`src/rtl/blf_pkg.sv`:
```
// Shared types, constants and helper functions for the binary log framer.
// Used by the front end, the command queue, the back end and the top level.
// No dependencies.
package blf_pkg;

    // Frame layout
    localparam int HDR_LEN       = 28;
    localparam int IDX_W         = 5;
    localparam logic [IDX_W-1:0] HDR_LAST = IDX_W'(HDR_LEN - 1);
    localparam logic [7:0]  PREAMBLE_0 = 8'hAA;
    localparam logic [7:0]  PREAMBLE_1 = 8'h44;
    localparam logic [7:0]  PREAMBLE_2 = 8'h12;
    localparam logic [7:0]  HDR_LEN_BYTE = 8'(HDR_LEN);
    localparam logic [31:0] CRC_POLY   = 32'hEDB88320;

    // Payload length limit (length field is 8 bits wide)
    localparam logic [15:0] MAX_PAYLOAD = 16'd255;

    // Command queue between front and back end
    localparam int QUEUE_DEPTH = 2;
    localparam int QPTR_W      = $clog2(QUEUE_DEPTH);
    localparam int QCNT_W      = $clog2(QUEUE_DEPTH + 1);

    typedef enum logic
    {
        FUNC_START = 1'b0,
        FUNC_BYTE  = 1'b1
    } func_t;

    typedef enum logic [1:0]
    {
        BK_IDLE,
        BK_HDR,
        BK_CRC
    } back_state_t;

    // One classified command for the back end
    typedef struct packed
    {
        func_t       kind;            // start of frame or payload byte
        logic        last;            // CRC trailer follows this command
        logic [15:0] message_id;
        logic [7:0]  payload_length;  // already saturated
        logic [15:0] sequence_num;
        logic [15:0] week;
        logic [31:0] tow_ms;
        logic [7:0]  payload_byte;
    } cmd_t;

    // Fold one byte into the reflected CRC-32
    function automatic logic [31:0] crc_fold(input logic [31:0] crc, input logic [7:0] b);
        logic [31:0] c;
        c = {24'd0, crc[7:0] ^ b};
        for (int i = 0; i < 8; i++)
        begin
            if (c[0])
                c = (c >> 1) ^ CRC_POLY;
            else
                c = c >> 1;
        end
        return {8'd0, crc[31:8]} ^ c;
    endfunction

    // Header byte at a given offset
    function automatic logic [7:0] hdr_byte(input logic [IDX_W-1:0] idx, input cmd_t cmd);
        logic [7:0] b;
        case (idx)
            5'd0:    b = PREAMBLE_0;
            5'd1:    b = PREAMBLE_1;
            5'd2:    b = PREAMBLE_2;
            5'd3:    b = HDR_LEN_BYTE;
            5'd4:    b = cmd.message_id[7:0];
            5'd5:    b = cmd.message_id[15:8];
            5'd8:    b = cmd.payload_length;
            5'd10:   b = cmd.sequence_num[7:0];
            5'd11:   b = cmd.sequence_num[15:8];
            5'd14:   b = cmd.week[7:0];
            5'd15:   b = cmd.week[15:8];
            5'd16:   b = cmd.tow_ms[7:0];
            5'd17:   b = cmd.tow_ms[15:8];
            5'd18:   b = cmd.tow_ms[23:16];
            5'd19:   b = cmd.tow_ms[31:24];
            default: b = 8'd0;
        endcase
        return b;
    endfunction

endpackage

```
`src/rtl/blf_front.sv`:
```
// Front end: accepts input words, tracks the open frame and sequence number,
// and turns each word into a command (or drops it). Depends on blf_pkg.
module blf_front
    import blf_pkg::*;
(
    input  logic        clk,
    input  logic        rst_n,
    input  logic        in_fire,
    input  func_t       func,
    input  logic [15:0] message_id,
    input  logic [7:0]  payload_length,
    input  logic [15:0] week,
    input  logic [31:0] tow_ms,
    input  logic [7:0]  payload_byte,
    output logic        push,
    output cmd_t        cmd
);

    logic        frame_open_reg, frame_open_next;
    logic [7:0]  bytes_left_reg, bytes_left_next;
    logic [15:0] seq_reg, seq_next;
    logic [7:0]  len_sat;
    logic        is_last_byte;

    // Clamp the requested length
    assign len_sat = ({8'd0, payload_length} > MAX_PAYLOAD) ? MAX_PAYLOAD[7:0]
                                                            : payload_length;
    assign is_last_byte = (bytes_left_reg == 8'd1);

    // Classify and update frame tracking
    always_comb
    begin
        frame_open_next = frame_open_reg;
        bytes_left_next = bytes_left_reg;
        seq_next        = seq_reg;
        push            = 1'b0;

        cmd.kind           = func;
        cmd.last           = 1'b0;
        cmd.message_id     = message_id;
        cmd.payload_length = len_sat;
        cmd.sequence_num   = seq_reg + 16'd1;
        cmd.week           = week;
        cmd.tow_ms         = tow_ms;
        cmd.payload_byte   = payload_byte;

        if (in_fire)
        begin
            case (func)
                FUNC_START:
                begin
                    push            = 1'b1;
                    cmd.last        = (len_sat == 8'd0);
                    seq_next        = seq_reg + 16'd1;
                    bytes_left_next = len_sat;
                    frame_open_next = (len_sat != 8'd0);
                end
                FUNC_BYTE:
                begin
                    if (frame_open_reg)
                    begin
                        push            = 1'b1;
                        cmd.last        = is_last_byte;
                        bytes_left_next = bytes_left_reg - 8'd1;
                        frame_open_next = !is_last_byte;
                    end
                end
                default:
                begin
                    push = 1'b0;
                end
            endcase
        end
    end

    always_ff @(posedge clk or negedge rst_n)
    begin
        if (!rst_n)
        begin
            frame_open_reg <= 1'b0;
            bytes_left_reg <= 8'd0;
            seq_reg        <= 16'd0;
        end
        else
        begin
            frame_open_reg <= frame_open_next;
            bytes_left_reg <= bytes_left_next;
            seq_reg        <= seq_next;
        end
    end

endmodule

```
`src/rtl/blf_queue.sv`:
```
// Short command queue between the front and back end.
// Depends on blf_pkg for the command type and depth.
module blf_queue
    import blf_pkg::*;
(
    input  logic clk,
    input  logic rst_n,
    input  logic push,
    input  cmd_t push_cmd,
    input  logic pop,
    output cmd_t head,
    output logic full,
    output logic empty
);

    cmd_t               entry_reg [QUEUE_DEPTH];
    logic [QPTR_W-1:0]  wr_ptr_reg, wr_ptr_next;
    logic [QPTR_W-1:0]  rd_ptr_reg, rd_ptr_next;
    logic [QCNT_W-1:0]  count_reg, count_next;

    assign full  = (count_reg == QCNT_W'(QUEUE_DEPTH));
    assign empty = (count_reg == '0);
    assign head  = entry_reg[rd_ptr_reg];

    // Pointer and fill bookkeeping
    always_comb
    begin
        wr_ptr_next = wr_ptr_reg;
        rd_ptr_next = rd_ptr_reg;
        count_next  = count_reg;
        if (push)
            wr_ptr_next = (wr_ptr_reg == QPTR_W'(QUEUE_DEPTH - 1)) ? '0 : wr_ptr_reg + 1'b1;
        if (pop)
            rd_ptr_next = (rd_ptr_reg == QPTR_W'(QUEUE_DEPTH - 1)) ? '0 : rd_ptr_reg + 1'b1;
        if (push && !pop)
            count_next = count_reg + 1'b1;
        else if (pop && !push)
            count_next = count_reg - 1'b1;
    end

    always_ff @(posedge clk or negedge rst_n)
    begin
        if (!rst_n)
        begin
            wr_ptr_reg <= '0;
            rd_ptr_reg <= '0;
            count_reg  <= '0;
        end
        else
        begin
            wr_ptr_reg <= wr_ptr_next;
            rd_ptr_reg <= rd_ptr_next;
            count_reg  <= count_next;
        end
    end

    // Entry storage
    always_ff @(posedge clk)
    begin
        if (push)
            entry_reg[wr_ptr_reg] <= push_cmd;
    end

endmodule

```
`src/rtl/blf_back.sv`:
```
// Back end: runs each command, emitting header, payload and CRC bytes
// through a registered output stage. Depends on blf_pkg.
module blf_back
    import blf_pkg::*;
(
    input  logic       clk,
    input  logic       rst_n,
    input  cmd_t       head,
    input  logic       empty,
    output logic       pop,
    output logic       out_valid,
    input  logic       out_ready,
    output logic [7:0] out_byte,
    output logic       frame_end,
    output logic       run_end
);

    back_state_t      state_reg, state_next;
    logic [IDX_W-1:0] idx_reg, idx_next;
    logic [31:0]      crc_reg, crc_next;
    cmd_t             cmd_reg, cmd_next;
    logic             out_valid_reg, out_valid_next;
    logic [7:0]       out_byte_reg, out_byte_next;
    logic             frame_end_reg, frame_end_next;
    logic             run_end_reg, run_end_next;
    logic             advance;
    logic [7:0]       hdr_b;
    logic [7:0]       crc_b;

    assign advance = !out_valid_reg || out_ready;

    // Header byte for the current offset (offset 0 comes straight off the queue)
    assign hdr_b = (state_reg == BK_IDLE) ? hdr_byte('0, head) : hdr_byte(idx_reg, cmd_reg);
    assign crc_b = crc_reg[{idx_reg[1:0], 3'b000} +: 8];

    // Sequencer
    always_comb
    begin
        state_next     = state_reg;
        idx_next       = idx_reg;
        crc_next       = crc_reg;
        cmd_next       = cmd_reg;
        out_valid_next = out_valid_reg;
        out_byte_next  = out_byte_reg;
        frame_end_next = frame_end_reg;
        run_end_next   = run_end_reg;
        pop            = 1'b0;

        if (advance)
        begin
            case (state_reg)
                BK_IDLE:
                begin
                    if (!empty)
                    begin
                        pop            = 1'b1;
                        cmd_next       = head;
                        out_valid_next = 1'b1;
                        frame_end_next = 1'b0;
                        if (head.kind == FUNC_START)
                        begin
                            out_byte_next = hdr_b;
                            crc_next      = crc_fold(32'd0, hdr_b);
                            idx_next      = IDX_W'(1);
                            run_end_next  = 1'b0;
                            state_next    = BK_HDR;
                        end
                        else
                        begin
                            out_byte_next = head.payload_byte;
                            crc_next      = crc_fold(crc_reg, head.payload_byte);
                            idx_next      = '0;
                            run_end_next  = !head.last;
                            state_next    = head.last ? BK_CRC : BK_IDLE;
                        end
                    end
                    else
                    begin
                        out_valid_next = 1'b0;
                    end
                end
                BK_HDR:
                begin
                    out_valid_next = 1'b1;
                    out_byte_next  = hdr_b;
                    frame_end_next = 1'b0;
                    crc_next       = crc_fold(crc_reg, hdr_b);
                    run_end_next   = 1'b0;
                    if (idx_reg == HDR_LAST)
                    begin
                        idx_next     = '0;
                        run_end_next = !cmd_reg.last;
                        state_next   = cmd_reg.last ? BK_CRC : BK_IDLE;
                    end
                    else
                    begin
                        idx_next = idx_reg + 1'b1;
                    end
                end
                BK_CRC:
                begin
                    out_valid_next = 1'b1;
                    out_byte_next  = crc_b;
                    frame_end_next = (idx_reg[1:0] == 2'd3);
                    run_end_next   = (idx_reg[1:0] == 2'd3);
                    idx_next       = idx_reg + 1'b1;
                    if (idx_reg[1:0] == 2'd3)
                        state_next = BK_IDLE;
                end
                default:
                begin
                    state_next = BK_IDLE;
                end
            endcase
        end
    end

    always_ff @(posedge clk or negedge rst_n)
    begin
        if (!rst_n)
        begin
            state_reg     <= BK_IDLE;
            idx_reg       <= '0;
            crc_reg       <= 32'd0;
            out_valid_reg <= 1'b0;
        end
        else
        begin
            state_reg     <= state_next;
            idx_reg       <= idx_next;
            crc_reg       <= crc_next;
            out_valid_reg <= out_valid_next;
        end
    end

    // Payload registers
    always_ff @(posedge clk)
    begin
        cmd_reg       <= cmd_next;
        out_byte_reg  <= out_byte_next;
        frame_end_reg <= frame_end_next;
        run_end_reg   <= run_end_next;
    end

    assign out_valid = out_valid_reg;
    assign out_byte  = out_byte_reg;
    assign frame_end = frame_end_reg;
    assign run_end   = run_end_reg;

endmodule

```
`src/rtl/binary_log_framer_crc32.sv`:
```
// Top level of the binary log framer: front end, command queue, back end.
// Depends on blf_pkg, blf_front, blf_queue and blf_back.
//
// Frames binary log messages into a byte stream with a reflected CRC-32
// trailer. A start word emits a 28-byte header, plus the 4 CRC bytes at once
// when the payload is empty; each payload byte emits one byte, plus the 4 CRC
// bytes after the last one. Input words are taken one per cycle while the
// two-entry command queue has room; the output side delivers one byte per
// cycle while m_tready is high, so a start word occupies the back end for 28
// (or 32) output bytes, a payload byte for one and a final payload byte for
// five. Bytes outside an open frame are accepted and dropped.
module binary_log_framer_crc32
    import blf_pkg::*;
(
    input  logic        clk,
    input  logic        rst_n,
    input  logic        s_tvalid,
    output logic        s_tready,
    // [15:0] message_id, [23:16] payload_length, [39:24] week,
    // [71:40] tow_ms, [79:72] payload_byte
    input  logic [79:0] s_tdata,
    // [0] func
    input  logic [0:0]  s_tuser,
    output logic        m_tvalid,
    input  logic        m_tready,
    // [7:0] out_byte
    output logic [7:0]  m_tdata,
    output logic        m_tlast,
    // [0] run_end
    output logic [0:0]  m_tuser
);

    logic in_fire;
    logic q_push;
    logic q_pop;
    logic q_full;
    logic q_empty;
    cmd_t front_cmd;
    cmd_t q_head;
    logic run_end;

    assign s_tready = !q_full;
    assign in_fire  = s_tvalid && s_tready;

    // Classify input words
    blf_front u_front
    (
        .clk            (clk),
        .rst_n          (rst_n),
        .in_fire        (in_fire),
        .func           (func_t'(s_tuser[0])),
        .message_id     (s_tdata[15:0]),
        .payload_length (s_tdata[23:16]),
        .week           (s_tdata[39:24]),
        .tow_ms         (s_tdata[71:40]),
        .payload_byte   (s_tdata[79:72]),
        .push           (q_push),
        .cmd            (front_cmd)
    );

    // Decouple front and back
    blf_queue u_queue
    (
        .clk      (clk),
        .rst_n    (rst_n),
        .push     (q_push),
        .push_cmd (front_cmd),
        .pop      (q_pop),
        .head     (q_head),
        .full     (q_full),
        .empty    (q_empty)
    );

    // Emit header, payload and CRC bytes
    blf_back u_back
    (
        .clk       (clk),
        .rst_n     (rst_n),
        .head      (q_head),
        .empty     (q_empty),
        .pop       (q_pop),
        .out_valid (m_tvalid),
        .out_ready (m_tready),
        .out_byte  (m_tdata),
        .frame_end (m_tlast),
        .run_end   (run_end)
    );

    assign m_tuser[0] = run_end;

`ifndef SYNTHESIS
    // Back end never pops an empty queue
    assert_no_pop_empty: assert property (@(posedge clk) disable iff (!rst_n)
        q_pop |-> !q_empty)
        else $error("queue popped while empty");

    // Front end never pushes into a full queue
    assert_no_push_full: assert property (@(posedge clk) disable iff (!rst_n)
        q_push |-> !q_full)
        else $error("queue pushed while full");

    // A frame's last CRC byte always closes the run of its input word
    assert_frame_end_run_end: assert property (@(posedge clk) disable iff (!rst_n)
        m_tvalid && m_tlast |-> m_tuser[0])
        else $error("frame end without run end");

    // A push into an empty queue that is not drained leaves it non-empty
    assert_push_fills: assert property (@(posedge clk) disable iff (!rst_n)
        q_push && !q_pop |=> !q_empty)
        else $error("pushed command lost");
`endif

endmodule
```
`config.mk`:
```
export PLATFORM = sky130hd
export DESIGN_NAME = binary_log_framer_crc32
export DESIGN_NICKNAME = d
export VERILOG_FILES = /design/src/rtl/blf_pkg.sv /design/src/rtl/blf_front.sv /design/src/rtl/blf_queue.sv /design/src/rtl/blf_back.sv /design/src/rtl/binary_log_framer_crc32.sv
export SDC_FILE = /design/constraint.sdc
export NUM_CORES = 1
export LEC_CHECK = 0
export BUFFER_PORTS_ARGS = -buffer_cell sky130_fd_sc_hd__buf_2
export CORE_AREA = 2 2 179 224
export DETAILED_ROUTE_END_ITERATION = 8
export DIE_AREA = 0 0 181 226
export GPL_ROUTABILITY_DRIVEN = 1
export GPL_TIMING_DRIVEN = 0
export PLACE_DENSITY_LB_ADDON = 0.12
export SLEW_MARGIN = 20
export SYNTH_ARGS = -nofsm -noshare
export SYNTH_HDL_FRONTEND = slang
export SYNTH_SLANG_ARGS = --single-unit
export TNS_END_PERCENT = 1
```
`constraint.sdc`:
```
create_clock -name clk -period 8.4 [get_ports clk]
set_input_delay 1.26 -clock clk [delete_from_list [all_inputs] [get_ports clk]]
set_output_delay 1.26 -clock clk [all_outputs]
set_load 0.01 [all_outputs]
```
==> results of run 1 <==
[layer usage]
layer	up-vias	global-route usage	share of wire	routed length [um]
li1	4941	-	-	-
met1	5378	0.266	0.38	18000
met2	297	0.437	0.53	25300
met3	102	0.0353	0.040	1910
met4	0	0.131	0.055	2630
met5	-	0	0	0
[cells in the final DEF (no fill, tap or decap), types with 58 or more instances in the layout]
master / Yosys / routed
dfrtp_1: 69 / 69
o21ai_0: 61 / 61
xnor2_1: 130 / 129
buf_2: 9 / 104
edfxtp_1: 295 / 295
xor2_1: 63 / 63
nand2_1: 90 / 90
a21oi_1: 58 / 58
nor2_1: 59 / 58
mux2_2: 92 / 92
[critical path, cell delays in order, from the launching register on]
cell and delay [ns]:
dfrtp_1 0.42, clkbuf_1 0.67, inv_1 0.22, ha_1 0.39, and4b_1 0.25, buf_2 0.17, a222oi_1 0.57, nor3b_2 0.37
nand3_1 0.17, xnor2_1 0.23, nor2_1 0.79, xnor3_1 0.66, and2_1 0.23, o21ai_0 0.16, o211ai_1 0.11
[path summary, 6_finish.rpt]
| check | from | end | slack (ns) | cells after the start |
|---|---|---|---|---|
| max | u_back.idx_reg[0] | u_back.crc_reg[20] | 2.84 | 14 |
| min | u_front.seq_reg[15] | u_front.seq_reg[15] | 0.49 | 1 |
| max reg2reg | u_back.idx_reg[0] | u_back.crc_reg[20] | 2.84 | 14 |
| min reg2reg | u_front.seq_reg[15] | u_front.seq_reg[15] | 0.49 | 1 |
| max in group asynchronous | rst_n | u_front.bytes_left_reg[5] | 7.17 | 2 |
| min in group asynchronous | rst_n | u_back.crc_reg[4] | 0.60 | 1 |
[metrics by stage]
stage                     instances  setup slack (ns)
after floorplan                1259              2.00
after global placement         1853             -1.37
after detailed placement       1863              2.85
after CTS                      1935              2.82
after global routing           1935              2.65
final                          1935              2.84
[Yosys cell counts (15+ instances only)]
master / n
dfrtp_1: 69
mux2i_1: 15
a22oi_1: 16
o21ai_0: 61
a21oi_1: 58
nand3b_1: 18
nor2_1: 59
xor2_1: 63
nand2_1: 90
edfxtp_1: 295
a211oi_1: 18
mux2_2: 92
nand3_1: 21
clkbuf_1: 42
xnor2_1: 130
[layout make-up]
class	instances	area [um^2]
fill	3441	19000
sequential	364	10600
inverter	16	62.6
timing repair buffer	106	699
buffer	63	315
clock buffer	45	1020
clock inverter	27	318
tap	498	623
multi-input combinational	816	6300
[kinds of logic after synthesis]
kind of cell | count (synthesis)
DFF | 364
and+or+nand+nor | 263
AOI/OAI and AO/OA | 221
xor gates and xnor gates | 203
muxes | 116
buffers and inverters | 79
adders and majority gates | 13
==> impl_metrics.json, run 1 <==
{
  "synth_nets": 1357,
  "rsz0062_at_grt": "no",
  "period_needed_ns": 5.56,
  "utilization": 0.512,
  "synth_top_area_frac": 0.514,
  "rows": 81,
  "cts.sinks": 364,
  "outcome": "finished, final reports clean",
  "htree_levels": 2,
  "synth-seq-cells": 364,
  "synth_area_per_cell_um2": 13.7,
  "wirelength_mm": 47.8,
  "cts-root-buf": "clkbuf_16",
  "grt_max_degree": 59,
  "numCtsBuffers": 39,
  "synth_area_leader_cell": "edfxtp_1",
  "synth-compound-area-share": 0.0841,
  "clkTransAtPathRegs_ns": 0.07,
  "antenna_found_initial": 1,
  "synth_top_family_by_area": "XOR/XNOR gates",
  "cts_setup_buffers": 0,
  "drive_gt1_frac": 0.219,
  "final_hold_viol_count": 0,
  "tightest_slew_ns": 1.09,
  "io_pins": 97,
  "synthSimpleGateAreaFrac": 0.0780,
  "syn_inst": 1259,
  "drv_slew": 0,
  "hpwl_mm": 35.1,
  "slew_headroom": 0.269,
  "synth_area_um2": 17200,
  "die_h_um": 226,
  "critPathMaxFanout": 10,
  "grtUsageTotal": 0.238,
  "grt_pass1_vias": 11100,
  "final_cell_area_um2": 19900,
  "cts_hold_buf": 0,
  "synth_xor_area_frac": 0.113,
  "fin_crit_sh": 0.661,
  "viasPerCell": 5.54,
  "critical_path_required_ns": 8.82,
  "die_w_um": 181,
  "largest_reg_flops": 196,
  "post-route-drc-count": 0,
  "fin_setup_tns_ns": 0,
  "dpl-instance-area_um2": 18600,
  "clock_latency_ns": 0.56,
  "fmax_ghz": 0.180,
  "skew_ns": 0.0204,
  "drt_iter0_markers": 727,
  "synth-seq-area-share": 0.614,
  "syn2layout_area_growth_pct": 15.5,
  "dr.pass1.iters": 5,
  "wl_per_cell_um": 24.7,
  "finalSetupViolCount": 0,
  "hold_path.class": "reg -> reg",
  "io_buffers": 96,
  "end_kind": "flip-flop",
  "ys_top_cells_by_area": "edfxtp_1, dfrtp_1, xnor2_1",
  "ys.flop_type": "edfxtp_1",
  "clockBufferDepth": 3,
  "worstSetupStartpointType": "flip-flop",
  "synthAdderAreaFrac": 0.00944,
  "antenna_left": 0,
  "num_vias": 10700,
  "async_flop_share": 0.190,
  "tritoncts": "done",
  "initial_core_util": 0.443,
  "grt_first_pass_wirelength_mm": 70.7,
  "coreArea_um2": 38900,
  "cts_resized": 0,
  "arrival_ns": 5.97,
  "place.gp.congestion": 0.947,
  "n_antenna_cell": 0,
  "cap_violations": 0,
  "yosysWarnings": 0,
  "dieArea_um2": 40900,
  "synth_edf_count": 295,
  "synth_cell_types": 77,
  "critical_path_class": "reg -> reg",
  "hold_ws_ns": 0.492,
  "overflow": 0,
  "synth.area.mux_share": 0.0801,
  "finalNetCount": 1504
}
Power of run 1 is not shown: default switching activity piles up to over one toggle a cycle in this logic, so the estimate is an artifact.
==> run 2, diff against run 1 <==
--- a/config.mk
+++ b/config.mk
@@ -5,10 +5,11 @@
 export SDC_FILE = /design/constraint.sdc
 export NUM_CORES = 1
 export LEC_CHECK = 0
+export ABC_AREA = 1
 export BUFFER_PORTS_ARGS = -buffer_cell sky130_fd_sc_hd__buf_2
-export CORE_AREA = 2 2 179 224
+export CORE_AREA = 2 2 184 231
 export DETAILED_ROUTE_END_ITERATION = 8
-export DIE_AREA = 0 0 181 226
+export DIE_AREA = 0 0 186 233
 export GPL_ROUTABILITY_DRIVEN = 1
 export GPL_TIMING_DRIVEN = 0
 export PLACE_DENSITY_LB_ADDON = 0.12
==> constraint.sdc (replaced) <==
create_clock -name clk -period 5.1 [get_ports clk]
set_input_delay 0.765 -clock clk [delete_from_list [all_inputs] [get_ports clk]]
set_output_delay 0.765 -clock clk [all_outputs]
set_load 0.01 [all_outputs]
==> run 2 against run 1 <==
Fmax is 15% higher. Non-clock buffer count is 11 higher. Highest routed layer unchanged. Sequential cell count unchanged. Synthesized cell count is 55% higher. Clock skew up 0.0067 ns. Sequential share of layout area fell by 2.9 points. Area after synthesis grew 6.2%. Utilization is 0.18 points higher. Register-to-register slack worse by 2.6 ns. Worst hold slack got worse by 0.36 ns. Setup slack worse by 2.6 ns. Critical path type unchanged. Critical endpoint unchanged. Critical path depth increased by 8.
==> impl_metrics.json, run 2 <==
{
  "critPathMaxFanout": 11,
  "synthSimpleGateAreaFrac": 0.245,
  "yosysMostFrequentCell": "nand2_1",
  "synth_top_area_frac": 0.484,
  "finalSetupViolCount": 0,
  "synth_area_leader_cell": "edfxtp_1",
  "synthTopCellsByCount": "nand2_1, edfxtp_1, nand3_1",
  "fin_crit_sh": 0.951,
  "hold_ws_ns": 0.136,
  "finalNetCount": 2205,
  "overflow": 0,
  "syn_inst": 1954,
  "tritoncts": "done",
  "largest_reg_flops": 196,
  "startpoint": "u_back.idx_reg[0]",
  "antenna_left": 0,
  "coreArea_um2": 41000,
  "num_vias": 14000,
  "hpwl_mm": 43.7,
  "synth_cell_types": 62,
  "grt_pass1_vias": 13900,
  "synthAdderAreaFrac": 0.00888,
  "slew_headroom": 0.393,
  "p_leak_nw": 9.08,
  "cts_hold_buf": 0,
  "drv_slew": 0,
  "synth_edf_count": 295,
  "antenna_found_initial": 0,
  "grtUsageTotal": 0.274,
  "io_buffers": 96,
  "powerDensity_nw_per_um2": 793,
  "htree_levels": 2,
  "grt_first_pass_wirelength_mm": 86.7,
  "period_needed_ns": 4.85,
  "critical_path_required_ns": 5.49,
  "hold_path.class": "in -> async",
  "tightest_slew_ns": 0.910,
  "final_cell_mix": "nand2_1, edfxtp_1, nand3_1",
  "dieArea_um2": 43300,
  "clock_latency_ns": 0.55,
  "initial_core_util": 0.446,
  "synth_nets": 2052,
  "wl_per_cell_um": 21.4,
  "synth.area.mux_share": 0.000547,
  "r2r-start": "u_back.idx_reg[0]",
  "syn2layout_area_growth_pct": 15.1,
  "post-route-drc-count": 0,
  "ir_drop_mv": 0.354,
  "synth_area_um2": 18300,
  "utilization": 0.514,
  "numCtsBuffers": 39,
  "outcome": "finished, final reports clean",
  "synth-compound-area-share": 0.0671,
  "cts.sinks": 364,
  "io_pins": 97,
  "synth_top_family_by_area": "simple AND/OR/NAND/NOR gates",
  "async_flop_share": 0.190,
  "cap_violations": 0,
  "final_common_cell": "nand2_1",
  "die_w_um": 186,
  "clockBufferDepth": 3,
  "end_kind": "flip-flop",
  "skew_ns": 0.0271,
  "die_h_um": 233,
  "clkTransAtPathRegs_ns": 0.07,
  "yosysWarnings": 0,
  "viasPerCell": 5.23,
  "wirelength_mm": 57.5,
  "synth-seq-cells": 364,
  "synth-seq-area-share": 0.578,
  "cts-root-buf": "clkbuf_16",
  "rows": 83,
  "synth_xor_area_frac": 0.0512,
  "n_antenna_cell": 0,
  "grt_max_degree": 49,
  "fillers": 3757,
  "worstSetupStartpointType": "flip-flop",
  "place.gp.congestion": 0.992,
  "critical_path_class": "reg -> reg",
  "arrival_ns": 5.24,
  "drive_gt1_frac": 0.136,
  "synth_area_per_cell_um2": 9.37,
  "rsz0062_at_grt": "no",
  "ys.flop_type": "edfxtp_1",
  "drt_iter0_markers": 882,
  "dr.pass1.iters": 7,
  "fmax_ghz": 0.206,
  "ys_top_cells_by_area": "edfxtp_1, nand2_1, dfrtp_1",
  "final_hold_viol_count": 0
}
-- run 2: cell count changes after synthesis, moves of 18 or more --
| cell | before | now |
|---|---|---|
| o21ai_0 | 61 | 87 |
| a211oi_1 | 18 | 0 |
| mux2_2 | 92 | 0 |
| inv_1 | 14 | 132 |
| nand3_1 | 21 | 136 |
| nor2_1 | 59 | 80 |
| nand2_2 | 0 | 29 |
| xnor2_1 | 130 | 17 |
| nand2_1 | 90 | 736 |
-- run 2: per-stage QoR --
| stage | setup WS (ns) | setup TNS, ns | instance area (um^2) | cells | total power (W) |
|---|---|---|---|---|---|
| 6_report | 0.249 | 0 | 21100 | 2685 | 0.0167 |
| 5_1_grt | 0.0277 | 0 | 21100 | 2685 | 0.0179 |
| 4_1_cts | 0.164 | 0 | 21100 | 2685 | 0.0167 |
| 3_5_place_dp | -0.0263 | -0.0263 | 19800 | 2618 | 0.0139 |
| 3_3_place_gp | -3.54 | -688.92 | 19500 | 2602 | 0.0137 |
| 2_1_floorplan | -0.702 | -137.62 | 18300 | 1954 | 0.0108 |
-- run 2: what timing repair did --
item,4_1_cts,5_1_grt
buffers inserted,0,0
resized for setup,1,3
endpoints found under the setup margin,1,4
-- run 2: critical path, stage by stage (launching register included) --
cell and delay (ns):
dfrtp_1 0.40, clkbuf_2 0.28, clkinv_2 0.25, clkbuf_1 0.62
ha_1 0.35, inv_1 0.07, nor2_2 0.33, nand3_1 0.15
nand2_1 0.14, nor2_1 0.06, nand3_2 0.18, nand2_2 0.10
nand2_1 0.07, nand2_1 0.27, nand2_1 0.16, nand2_1 0.26
nand2_1 0.17, nand2_2 0.13, inv_1 0.10, nand2_1 0.07
nand3_1 0.07, nand3_1 0.09, a21oi_1 0.36
-- run 2: kinds of logic after synthesis --
logic type | after synthesis
flip-flops | 364
XOR/XNOR | 92
AO/OA/AOI/OAI | 215
AND/OR/NAND/NOR | 1055
multiplexers | 1
buffers and inverters | 214
adder cells (fa/ha/maj) | 13
-- run 2: path summary, 6_finish.rpt --
path / to / slack [ns] / cells past startpoint
max: u_back.crc_reg[20] / 0.25 / 22
min: u_back.crc_reg[9] / 0.14 / 1
max reg2reg: u_back.crc_reg[20] / 0.25 / 22
min reg2reg: u_front.frame_open_reg / 0.49 / 2
max in group asynchronous: u_front.seq_reg[0] / 4.34 / 2
min in group clk: u_queue.entry_reg[0][92] / 0.41 / 1
-- run 2: power breakdown --
group          total, W  leakage [nW]  internal [W]  switching, W
registers       0.00484          3.59       0.00439      0.000451
clock network   0.00274         0.600       0.00159       0.00115
logic           0.00913          4.89       0.00268       0.00645
total            0.0167          9.08       0.00866       0.00805
-- run 2: layout make-up --
class,count,area (um^2),area share
clock inverter,21,201,0.00956
clock buffer,46,1020,0.0486
multi-input combinational,1376,6850,0.325
buffer,68,352,0.0167
inverter,146,559,0.0265
tap,552,691,0.0328
timing repair buffer,112,806,0.0382
sequential,364,10600,0.502
-- run 2: metal layers --
metal,wire (um),vias to the layer above,share of wire,GRT usage
li1,-,6797,-,-
met1,22100,6636,0.38,0.321
met2,28800,447,0.50,0.476
met3,2580,164,0.045,0.0354
met4,3990,0,0.069,0.167
met5,0,-,0,0
No activity file was read; power rests on OpenSTA's default activity.
==> run 3, diff against run 2 <==
--- a/config.mk
+++ b/config.mk
@@ -12,7 +12,7 @@
 export DIE_AREA = 0 0 186 233
 export GPL_ROUTABILITY_DRIVEN = 1
 export GPL_TIMING_DRIVEN = 0
-export PLACE_DENSITY_LB_ADDON = 0.12
+export PLACE_DENSITY = 0.71
 export SLEW_MARGIN = 20
 export SYNTH_ARGS = -nofsm -noshare
 export SYNTH_HDL_FRONTEND = slang
==> run 3 against run 2 <==
Fmax is 4.1% higher. Sequential cell count stayed put. Critical path depth is 2 lower. Clock-buffer cell count is 1 lower. Critical path type unchanged.
==> impl_metrics.json, run 3 (same netlist as run 2, synthesis figures left out) <==
{
  "worstSetupStartpointType": "flip-flop",
  "worstPathBufferInverterCount": 6,
  "tritoncts": "done",
  "critPathMaxFanout": 11,
  "num_vias": 14300,
  "drt_iter0_markers": 1176,
  "dr.pass1.iters": 6,
  "largest_reg_flops": 196,
  "multi_input_area_um2": 6850,
  "tightest_slew_ns": 0.907,
  "final_common_cell": "nand2_1",
  "die_h_um": 233,
  "syn2layout_area_growth_pct": 14.9,
  "antenna_found_initial": 0,
  "grt_pass1_vias": 14000,
  "fmax_ghz": 0.215,
  "slew_headroom": 0.395,
  "critical_path_class": "reg -> reg",
  "wl_per_cell_um": 20.8,
  "io_pins": 97,
  "antenna_left": 0,
  "grt_first_pass_wirelength_mm": 83.4,
  "final_hold_viol_count": 0,
  "drive_gt1_frac": 0.135,
  "grtUsageTotal": 0.263,
  "hpwl_mm": 42.1,
  "cts_resized": 0,
  "skew_ns": 0.0263,
  "wirelength_mm": 55.8,
  "regArea_um2": 10600,
  "critical_path_required_ns": 5.52,
  "hold_path.class": "in -> async",
  "cap_violations": 0,
  "fin_crit_sh": 0.914,
  "finalSetupViolCount": 0,
  "clkTransAtPathRegs_ns": 0.07,
  "grt_max_degree": 48,
  "clockBufferDepth": 3,
  "utilization": 0.513,
  "io_buffers": 96,
  "cts_hold_buf": 0,
  "fillers": 3648,
  "initial_core_util": 0.446,
  "cts-root-buf": "clkbuf_16",
  "dieArea_um2": 43300,
  "final_cell_area_um2": 21000,
  "arrival_ns": 5.08,
  "critical-path-max-stage-delay_ns": 0.46,
  "htree_levels": 2,
  "finalNetCount": 2203,
  "worstPathCellList": "clkbuf_1, clkinv_1, clkbuf_1, ha_1, inv_1, nor2_2, nand2_1, o21ai_1, nor2_1, nand4_2, nand2_1, o21ai_1, inv_1, nand2_1, nand2_1, inv_1, nand2_1, nand3_1, a21oi_1, a21oi_1",
  "end_kind": "flip-flop",
  "pre_cts_slack_ns": 0.580,
  "critPathTopFamily": "buffers and inverters",
  "period_needed_ns": 4.66,
  "dpl-instance-area_um2": 19800,
  "place.gp.congestion": 1.01,
  "die_w_um": 186,
  "viasPerCell": 5.32,
  "coreArea_um2": 41000,
  "post-route-drc-count": 0,
  "fin_setup_tns_ns": 0,
  "cts_setup_buffers": 0,
  "rows": 83,
  "final_cell_mix": "nand2_1, edfxtp_1, nand3_1",
  "n_antenna_cell": 0,
  "rsz0062_at_grt": "no",
  "overflow": 0,
  "drv_slew": 0,
  "outcome": "finished, final reports clean",
  "path_common_cell": "nand2_1",
  "numCtsBuffers": 37,
  "slowest_stage": "clkinv_1",
  "clock_latency_ns": 0.56,
  "cts.sinks": 364,
  "worst_slack_ns": 0.441
}
## run 3: stage by stage
stage	instances	hold slack (ns)
4_1_cts	2684	0.127
2_1_floorplan	1954	0.446
6_report	2684	0.125
3_5_place_dp	2618	0.475
5_1_grt	2684	0.147
3_3_place_gp	2602	0.461
## run 3: area by class of cell
cell class / count / share of cell area
Buffer: 68 / 0.0167
Clock buffer: 45 / 0.0454
Clock inverter: 21 / 0.0117
Inverter: 146 / 0.0263
Multi-Input combinational cell: 1376 / 0.326
Sequential cell: 364 / 0.503
Tap cell: 552 / 0.0328
Timing Repair Buffer: 112 / 0.0381
## run 3: path summary, 6_finish.rpt
check                           slack [ns]  cells after the start                       end                   start
min in group clk                      0.40                      1  u_queue.entry_reg[1][10]             s_tdata[42]
worst min register to register        0.49                      2    u_front.frame_open_reg  u_front.frame_open_reg
max in group asynchronous             4.34                      2        u_front.seq_reg[2]                   rst_n
worst min-delay path                  0.12                      1        u_back.crc_reg[20]                   rst_n
worst max register to register        0.44                     20        u_back.crc_reg[21]       u_back.idx_reg[0]
worst max-delay path                  0.44                     20        u_back.crc_reg[21]       u_back.idx_reg[0]
## run 3: per-layer routing
layer	wire (um)	global-route usage	up-vias
met5	0	0	-
met4	4460	0.181	0
met3	2740	0.0308	184
met2	27600	0.449	510
met1	21000	0.308	6806
li1	-	-	6785
## run 3: worst reg2reg max path, stage by stage (launching register included)
cell      delay [ns]
dfrtp_1         0.38
clkbuf_1        0.39
clkinv_1        0.46
clkbuf_1        0.38
ha_1            0.37
inv_1           0.18
nor2_2          0.09
nand2_1         0.09
o21ai_1         0.06
nor2_1          0.42
nand4_2         0.40
nand2_1         0.15
o21ai_1         0.13
inv_1           0.13
nand2_1         0.06
nand2_1         0.10
inv_1           0.06
nand2_1         0.06
nand3_1         0.18
a21oi_1         0.35
a21oi_1         0.10
Power of run 3 is left out for the same reason.
